--- config.mk ---
export PLATFORM = sky130hd
export DESIGN_NAME = sorted_record_table_core
export DESIGN_NICKNAME = d
export VERILOG_FILES = /design/src/sv/srt_pkg.sv /design/src/sv/srt_cell.sv /design/src/sv/sorted_record_table_core.sv
export SDC_FILE = /design/constraint.sdc
export NUM_CORES = 2
export LEC_CHECK = 0
export BUFFER_PORTS_ARGS = -buffer_cell sky130_fd_sc_hd__buf_2
export CAP_MARGIN = 40
export CORE_UTILIZATION = 25
export DETAILED_ROUTE_END_ITERATION = 12
export PLACE_DENSITY = 0.43
export SYNTH_ARGS = -nofsm -noshare
export SYNTH_HDL_FRONTEND = slang
export SYNTH_SLANG_ARGS = --single-unit
export TNS_END_PERCENT = 1
--- constraint.sdc ---
create_clock -name clk -period 21.6 [get_ports clk]
set_input_delay 4.32 -clock clk [delete_from_list [all_inputs] [get_ports clk]]
set_output_delay 4.32 -clock clk [all_outputs]
set_load 0.01 [all_outputs]
--- src/sv/srt_pkg.sv ---
// srt_pkg: types and codes shared by the sorted record table core and its cells.
// No dependencies.
package srt_pkg;

	// One stored record
	typedef struct packed {
		logic [15:0] key;
		logic [15:0] carrier;
		logic [15:0] arrive;
		logic [15:0] depart;
	} rec_t;

	// Per-cycle operation broadcast to every cell
	typedef enum logic [1:0] {
		OP_HOLD   = 2'd0,
		OP_INSERT = 2'd1,
		OP_DELETE = 2'd2,
		OP_ROTATE = 2'd3
	} cell_op_t;

	typedef struct packed {
		cell_op_t op;
		rec_t     new_rec;
	} cell_ctrl_t;

	// Command codes; the remaining code is ignored
	localparam logic [1:0] CMD_INSERT = 2'd0;
	localparam logic [1:0] CMD_DELETE = 2'd1;
	localparam logic [1:0] CMD_READ   = 2'd2;

	typedef enum logic [1:0] {
		STS_OK        = 2'd0,
		STS_FULL      = 2'd1,
		STS_NOT_FOUND = 2'd2,
		STS_EMPTY     = 2'd3
	} status_t;

endpackage

--- src/sv/srt_cell.sv ---
// srt_cell: one slot of the sorted table. Holds a record, compares it with the
// request key and takes its neighbor's record on insert, delete and rotate.
// Depends on srt_pkg.
module srt_cell import srt_pkg::*; #(
	parameter int IDX   = 0,
	parameter int CNT_W = 5
) (
	input  logic             clk,
	input  logic [CNT_W-1:0] count,
	input  cell_ctrl_t       ctrl,
	input  rec_t             prev_rec,
	input  logic             prev_ge,
	input  rec_t             next_rec,
	input  rec_t             wrap_rec,
	output rec_t             rec,
	output logic             ge,
	output logic             eq
);

	rec_t rec_q;
	logic occ;
	logic at_end;
	logic is_tail;

	// Slot position relative to the fill count
	assign occ     = CNT_W'(IDX) < count;
	assign at_end  = CNT_W'(IDX) == count;
	assign is_tail = CNT_W'(IDX + 1) == count;

	// Key compares against the request; only filled slots take part
	assign ge  = occ && (rec_q.key >= ctrl.new_rec.key);
	assign eq  = occ && (rec_q.key == ctrl.new_rec.key);
	assign rec = rec_q;

	// Insert shifts toward the tail, delete and rotate toward the head
	always_ff @(posedge clk) begin
		case (ctrl.op)
			OP_INSERT: begin
				if (prev_ge) begin
					rec_q <= prev_rec;
				end else if (ge || at_end) begin
					rec_q <= ctrl.new_rec;
				end
			end
			OP_DELETE: begin
				if (ge) begin
					rec_q <= next_rec;
				end
			end
			OP_ROTATE: begin
				if (is_tail) begin
					rec_q <= wrap_rec;
				end else if (occ) begin
					rec_q <= next_rec;
				end
			end
			default: begin
			end
		endcase
	end

endmodule

--- src/sv/sorted_record_table_core.sv ---
// sorted_record_table_core: bounded table of records in ascending key order,
// built as a chain of srt_cell slots. Depends on srt_pkg and srt_cell.
//
//  channel | handshake          | payload
//  --------+--------------------+-------------------------------------------------
//  in      | in_valid, in_stall | command, record_key, carrier_code, arrive_time,
//          |                    | depart_time
//  out     | out_valid, out_stall| status, out_key, out_carrier, out_arrive,
//          |                    | out_depart, last
//
// Insert and delete finish in the cycle the word is accepted; their result
// word sits in the output register on the next cycle, and a new word can be
// accepted every cycle. Read-out accepts the word, then rotates the cell chain
// one slot per cycle while the output is not stalled and emits one word per
// filled slot; the input is stalled meanwhile.
// A stalled output word also stalls the input. Reset empties the table.
module sorted_record_table_core import srt_pkg::*; #(
	parameter int CAPACITY = 16
) (
	input  logic        clk,
	input  logic        arst_n,
	input  logic        in_valid,
	output logic        in_stall,
	input  logic [1:0]  command,
	input  logic [15:0] record_key,
	input  logic [15:0] carrier_code,
	input  logic [15:0] arrive_time,
	input  logic [15:0] depart_time,
	output logic        out_valid,
	input  logic        out_stall,
	output logic [1:0]  status,
	output logic [15:0] out_key,
	output logic [15:0] out_carrier,
	output logic [15:0] out_arrive,
	output logic [15:0] out_depart,
	output logic        last
);

	localparam int CNT_W = $clog2(CAPACITY + 1);

	typedef enum logic [1:0] {
		ST_IDLE = 2'b01,
		ST_READ = 2'b10
	} state_t;

	state_t           state_q;
	logic [CNT_W-1:0] count_q;
	logic [CNT_W-1:0] rd_left_q;

	logic             out_valid_q;
	status_t          status_q;
	rec_t             out_rec_q;
	logic             last_q;

	cell_ctrl_t       ctrl;
	rec_t             rec_w [CAPACITY];
	logic [CAPACITY-1:0] ge_w;
	logic [CAPACITY-1:0] eq_w;

	logic acc;
	logic out_free;
	logic full;
	logic found;
	logic rd_step;

	// Handshake
	assign in_stall = (state_q == ST_READ) || (out_valid_q && out_stall);
	assign acc      = in_valid && !in_stall;
	assign out_free = !out_valid_q || !out_stall;
	assign rd_step  = (state_q == ST_READ) && out_free;

	assign full  = count_q == CNT_W'(CAPACITY);
	assign found = |eq_w;

	// Operation broadcast to the chain
	always_comb begin
		ctrl.op              = OP_HOLD;
		ctrl.new_rec.key     = record_key;
		ctrl.new_rec.carrier = carrier_code;
		ctrl.new_rec.arrive  = arrive_time;
		ctrl.new_rec.depart  = depart_time;
		if (acc) begin
			case (command)
				CMD_INSERT: ctrl.op = full ? OP_HOLD : OP_INSERT;
				CMD_DELETE: ctrl.op = found ? OP_DELETE : OP_HOLD;
				default:    ctrl.op = OP_HOLD;
			endcase
		end else if (rd_step) begin
			ctrl.op = OP_ROTATE;
		end
	end

	// Cell chain
	for (genvar i = 0; i < CAPACITY; i++) begin : g_cell
		rec_t prev_rec;
		logic prev_ge;
		rec_t next_rec;

		if (i == 0) begin : g_head
			assign prev_rec = ctrl.new_rec;
			assign prev_ge  = 1'b0;
		end else begin : g_body
			assign prev_rec = rec_w[i-1];
			assign prev_ge  = ge_w[i-1];
		end

		if (i == CAPACITY - 1) begin : g_tail
			assign next_rec = rec_w[i];
		end else begin : g_mid
			assign next_rec = rec_w[i+1];
		end

		srt_cell #(
			.IDX   (i),
			.CNT_W (CNT_W)
		) u_cell (
			.clk      (clk),
			.count    (count_q),
			.ctrl     (ctrl),
			.prev_rec (prev_rec),
			.prev_ge  (prev_ge),
			.next_rec (next_rec),
			.wrap_rec (rec_w[0]),
			.rec      (rec_w[i]),
			.ge       (ge_w[i]),
			.eq       (eq_w[i])
		);
	end

	// Control: fill count, read-out sequencer, output valid
	always_ff @(posedge clk or negedge arst_n) begin
		if (!arst_n) begin
			state_q     <= ST_IDLE;
			count_q     <= '0;
			rd_left_q   <= '0;
			out_valid_q <= 1'b0;
		end else begin
			if (out_valid_q && !out_stall) begin
				out_valid_q <= 1'b0;
			end
			if (ctrl.op == OP_INSERT) begin
				count_q <= count_q + CNT_W'(1);
			end else if (ctrl.op == OP_DELETE) begin
				count_q <= count_q - CNT_W'(1);
			end
			if (acc) begin
				if (command == CMD_READ && count_q != '0) begin
					state_q   <= ST_READ;
					rd_left_q <= count_q;
				end else if (command == CMD_INSERT || command == CMD_DELETE ||
						command == CMD_READ) begin
					out_valid_q <= 1'b1;
				end
			end else if (rd_step) begin
				out_valid_q <= 1'b1;
				rd_left_q   <= rd_left_q - CNT_W'(1);
				if (rd_left_q == CNT_W'(1)) begin
					state_q <= ST_IDLE;
				end
			end
		end
	end

	// Output word payload
	always_ff @(posedge clk) begin
		if (acc) begin
			out_rec_q.key     <= record_key;
			out_rec_q.carrier <= '0;
			out_rec_q.arrive  <= '0;
			out_rec_q.depart  <= '0;
			last_q            <= 1'b1;
			case (command)
				CMD_INSERT: status_q <= full ? STS_FULL : STS_OK;
				CMD_DELETE: status_q <= found ? STS_OK : STS_NOT_FOUND;
				default:    status_q <= STS_EMPTY;
			endcase
		end else if (rd_step) begin
			out_rec_q <= rec_w[0];
			status_q  <= STS_OK;
			last_q    <= rd_left_q == CNT_W'(1);
		end
	end

	assign out_valid   = out_valid_q;
	assign status      = status_q;
	assign out_key     = out_rec_q.key;
	assign out_carrier = out_rec_q.carrier;
	assign out_arrive  = out_rec_q.arrive;
	assign out_depart  = out_rec_q.depart;
	assign last        = last_q;

`ifndef ASSERT_OFF
	a_count_bound: assert property (@(posedge clk) disable iff (!arst_n)
		count_q <= CNT_W'(CAPACITY))
		else $error("fill count above capacity");

	a_read_left: assert property (@(posedge clk) disable iff (!arst_n)
		(state_q == ST_READ) |-> (rd_left_q != '0 && rd_left_q <= count_q))
		else $error("read-out counter out of range");

	a_insert_grows: assert property (@(posedge clk) disable iff (!arst_n)
		(acc && command == CMD_INSERT && !full) |=>
		(count_q == $past(count_q) + CNT_W'(1)))
		else $error("insert did not grow the table");

	a_read_last: assert property (@(posedge clk) disable iff (!arst_n)
		(rd_step && rd_left_q == CNT_W'(1)) |=> (out_valid_q && last_q && state_q == ST_IDLE))
		else $error("read-out did not end with a last word");
`endif

endmodule
==> results.tsv <==
stage	metric	value	unit
cts	clk_path_buf_depth	3	
route	avgViaCountPerCell	6.24	
worst_setup_path	max_stage_delay	790	ps
synth	synth_cells	6324	
placement	dp_hpwl	197000	µm
final_layout	area_delta_synth_final	15.0	%
synth	ys_warn_count	0	
floorplanning	rows	185	
worst_setup_path	arrival	11400	ps
global_route	antenna_found_initial	15	
route	wl_per_cell	34.6	µm
cts	root_buffer	clkbuf_16	
route	wl	332000	µm
synth	synth_edf_count	1042	
sta	period_needed	10850	ps
global_route	grt_pass1_vias	57900	
synth	ys_types	75	
worst_setup_path	crit_path_frequent_cell	buf_4	
sta	period_share	50.2	%
placement	gp_congestion	0.942	
global_route	grt_pass1_wl	461000	µm
worst_setup_path	timing.rr.start	count_q[2]	
synth	synth-main-ff-cell	edfxtp_1	
floorplanning	design.core.area	255000	µm²
sta	slew_headroom	32.6	%
placement	portBuffers	138	
route	drtIter0Drc	9152	
worst_setup_path	path_class	input pin to flip-flop	
route	drt-pass1-iter-count	13	
worst_hold_path	holdPathStages	2	
worst_setup_path	r2r_slack	14430	ps
synth	ys_ff_latch	1104	
worst_setup_path	critPathBufInv	6	
global_route	track_usage	24.9	%
placement	dpl_cell_area	69200	µm²
cts	clk_pin_slew_worst_paths	60	ps
sta	hold_ws	450	ps
cts	cts_buffers	145	
worst_setup_path	r2r-end	g_cell[5].u_cell.rec[63]	
worst_setup_path	critical_path.max_fanout	62	
outcome	status	finished clean	
final_layout	stdcell_area	73900	µm²
worst_setup_path	crit_path_start_kind	input pin	
worst_hold_path	worstHoldPathType	flip-flop to flip-flop	
synth	syn_area	64300	µm²
route	post-route-drc-count	0	
sta	setup_tns	0	ps
cts	cts_sinks	1104	
floorplanning	die-area	259000	µm²
floorplanning	die_h	509	µm
sta	tightest_slew	1010	ps
final_layout	nNetsFinal	6427	
cts	ctsHoldBuffers	0	
worst_hold_path	hold_start	out_carrier[10]	
worst_setup_path	slowest_stage	buf_4	
worst_setup_path	path_cells	buf_2, inv_1, ha_1, nand4_1, nor4_1, or4b_2, o311ai_0, nor3_1, nand3_1, o21a_1, ha_4, inv_2, nand2_8, buf_4, nor2_4, buf_4, buf_16, a31oi_1, o21ai_0	
route	antenna_left	0	
job	drv_cap	0	
cts	clk_latency	830	ps
floorplanning	io_pins	139	
sta	setup_violations	0	
sta	hold_viol	0	
synth	synth_area_per_cell	10.2	µm²
sta	finalMaxSlewViolations	0	
synth	async_flop_share	1.18	%
cts	ctsHtreeMaxLevel	4	
sta	rsz0062_at_grt	no	
sta	fmax	92.1	MHz
worst_setup_path	cp-end-kind	flip-flop	
cts	cts_setup_buffers	0	
sta	skew	32.5	ps
worst_hold_path	hold_end	out_carrier[10]	
global_route	grt_overflow_total	0	
global_route	grt_max_degree	130	
floorplanning	start_util	25.2	%
synth	ys_seq_area_share	50.7	%
final_layout	drive_gt1_share	10.2	%
worst_setup_path	cpLargestDelayFamily	simple AND/OR/NAND/NOR gates	
floorplanning	die_width	509	µm
worst_setup_path	worstRegToRegCells	17	
synth	synth_nets	6661	
cts	cts_tree	built	
cts	cts_resized	0	
route	vias	59800	
final_layout	fin_util	29.0	%
worst_setup_path	cp_data_required_time	22150	ps
==> cell families (layout without fill, tap and decap cells) <==
logic type	Yosys count	after routing	synth area share (%)
other	0	5	0
muxes	130	130	2.03
DFF	1104	1104	50.7
buffers and inverters	763	651	4.77
xor gates and xnor gates	5	5	0.0682
AOI/OAI and AO/OA	2325	2325	25.0
and+or+nand+nor	1730	1730	12.2
adders and majority gates	267	267	5.20
==> cell usage in the layout, fill, tap and decap left out, types with 91 or more instances in the layout <==
master     Yosys  routed
a221o_1      117     117
clkbuf_16      0     151
a22oi_1      323     323
buf_4          7     152
a31oi_1      191     187
o211ai_1     493     493
buf_2         96     141
ha_1         267     266
nand3_1      549     544
a222oi_1     204     204
a21oi_1      222     216
o21ai_1      165     153
o21ai_0      458     454
nand2_1      826     820
nor2_1       106      92
mux2i_1      130     130
edfxtp_1    1042    1042
and2_1       100      91
==> cell type report <==
| cell class | instances | area, µm² |
|---|---|---|
| tap | 3366 | 4210 |
| clock inverter | 66 | 631 |
| inverter | 48 | 180 |
| fill | 26400 | 181000 |
| clock buffer | 203 | 4080 |
| multi-input combinational | 4457 | 29300 |
| antenna | 5 | 12.5 |
| sequential | 1104 | 32600 |
| timing repair buffer | 334 | 2850 |
==> routing by layer <==
layer  global-route usage [%]  share of wire [%]  up-vias
li1                         -                  -    24600
met1                     33.5                 41    30400
met2                     38.0                 44     4021
met3                     5.30                 11      824
met4                     11.5                5.0        8
met5                        0              0.013        -
==> synthesized netlist by cell type, drive strengths merged, types with 14 or more instances <==
library cell | n | area [µm²]
o21ai | 624 | 3130
a222oi | 204 | 2040
edfxtp | 1042 | 31300
nor2 | 106 | 398
nand3 | 549 | 2750
a31oi | 191 | 1190
nand2b | 19 | 126
a221o | 117 | 1170
dfxtp | 49 | 981
a21oi | 223 | 1120
o211ai | 493 | 3700
nor3 | 20 | 105
a22oi | 323 | 2420
mux2i | 130 | 1300
nor2b | 14 | 87.6
inv | 47 | 176
nand2 | 826 | 3100
o221ai | 66 | 578
clkbuf | 554 | 2080
buf | 161 | 803
a21o | 29 | 218
ha | 267 | 3340
and2 | 100 | 626
nand4 | 52 | 325
==> through the flow <==
step	setup WS, ps	cells
finish	10750	9583
global route	10560	9578
CTS	10940	9578
detailed placement	10050	9309
global placement	10170	9271
floorplan	3810	6324
==> flip-flops by register name, indices dropped and copies added, names as in the netlist <==
name               count
count_q                5
g_cell.u_cell.rec   1024
last                   1
out_arrive            16
out_carrier           16
out_depart            16
out_key               16
out_valid              1
rd_left_q              5
state_q                2
status                 2
==> tightest hold or removal path: cells and delay by family, from the launching register on <==
family	cells	cell delay, ps
DFF	1	300
AOI/OAI and AO/OA	1	50
and+or+nand+nor	1	50
==> worst max path at each step <==
stage                   start                        to  slack (ps)  cells past startpoint
2_1_floorplan  record_key[13]   g_cell[7].u_cell.rec[0]        3810                     16
4_1_cts        record_key[15]  g_cell[5].u_cell.rec[62]       10940                     19
6_report       record_key[14]  g_cell[5].u_cell.rec[63]       10750                     19
3_3_place_gp    record_key[7]  g_cell[5].u_cell.rec[63]       10170                     18
3_5_place_dp   record_key[15]  g_cell[5].u_cell.rec[62]       10050                     19
5_1_grt        record_key[14]  g_cell[5].u_cell.rec[57]       10560                     19
Power is left out: the tool's default activity adds up to more than one toggle a clock period on the data nets, which glitch-free logic cannot reach.
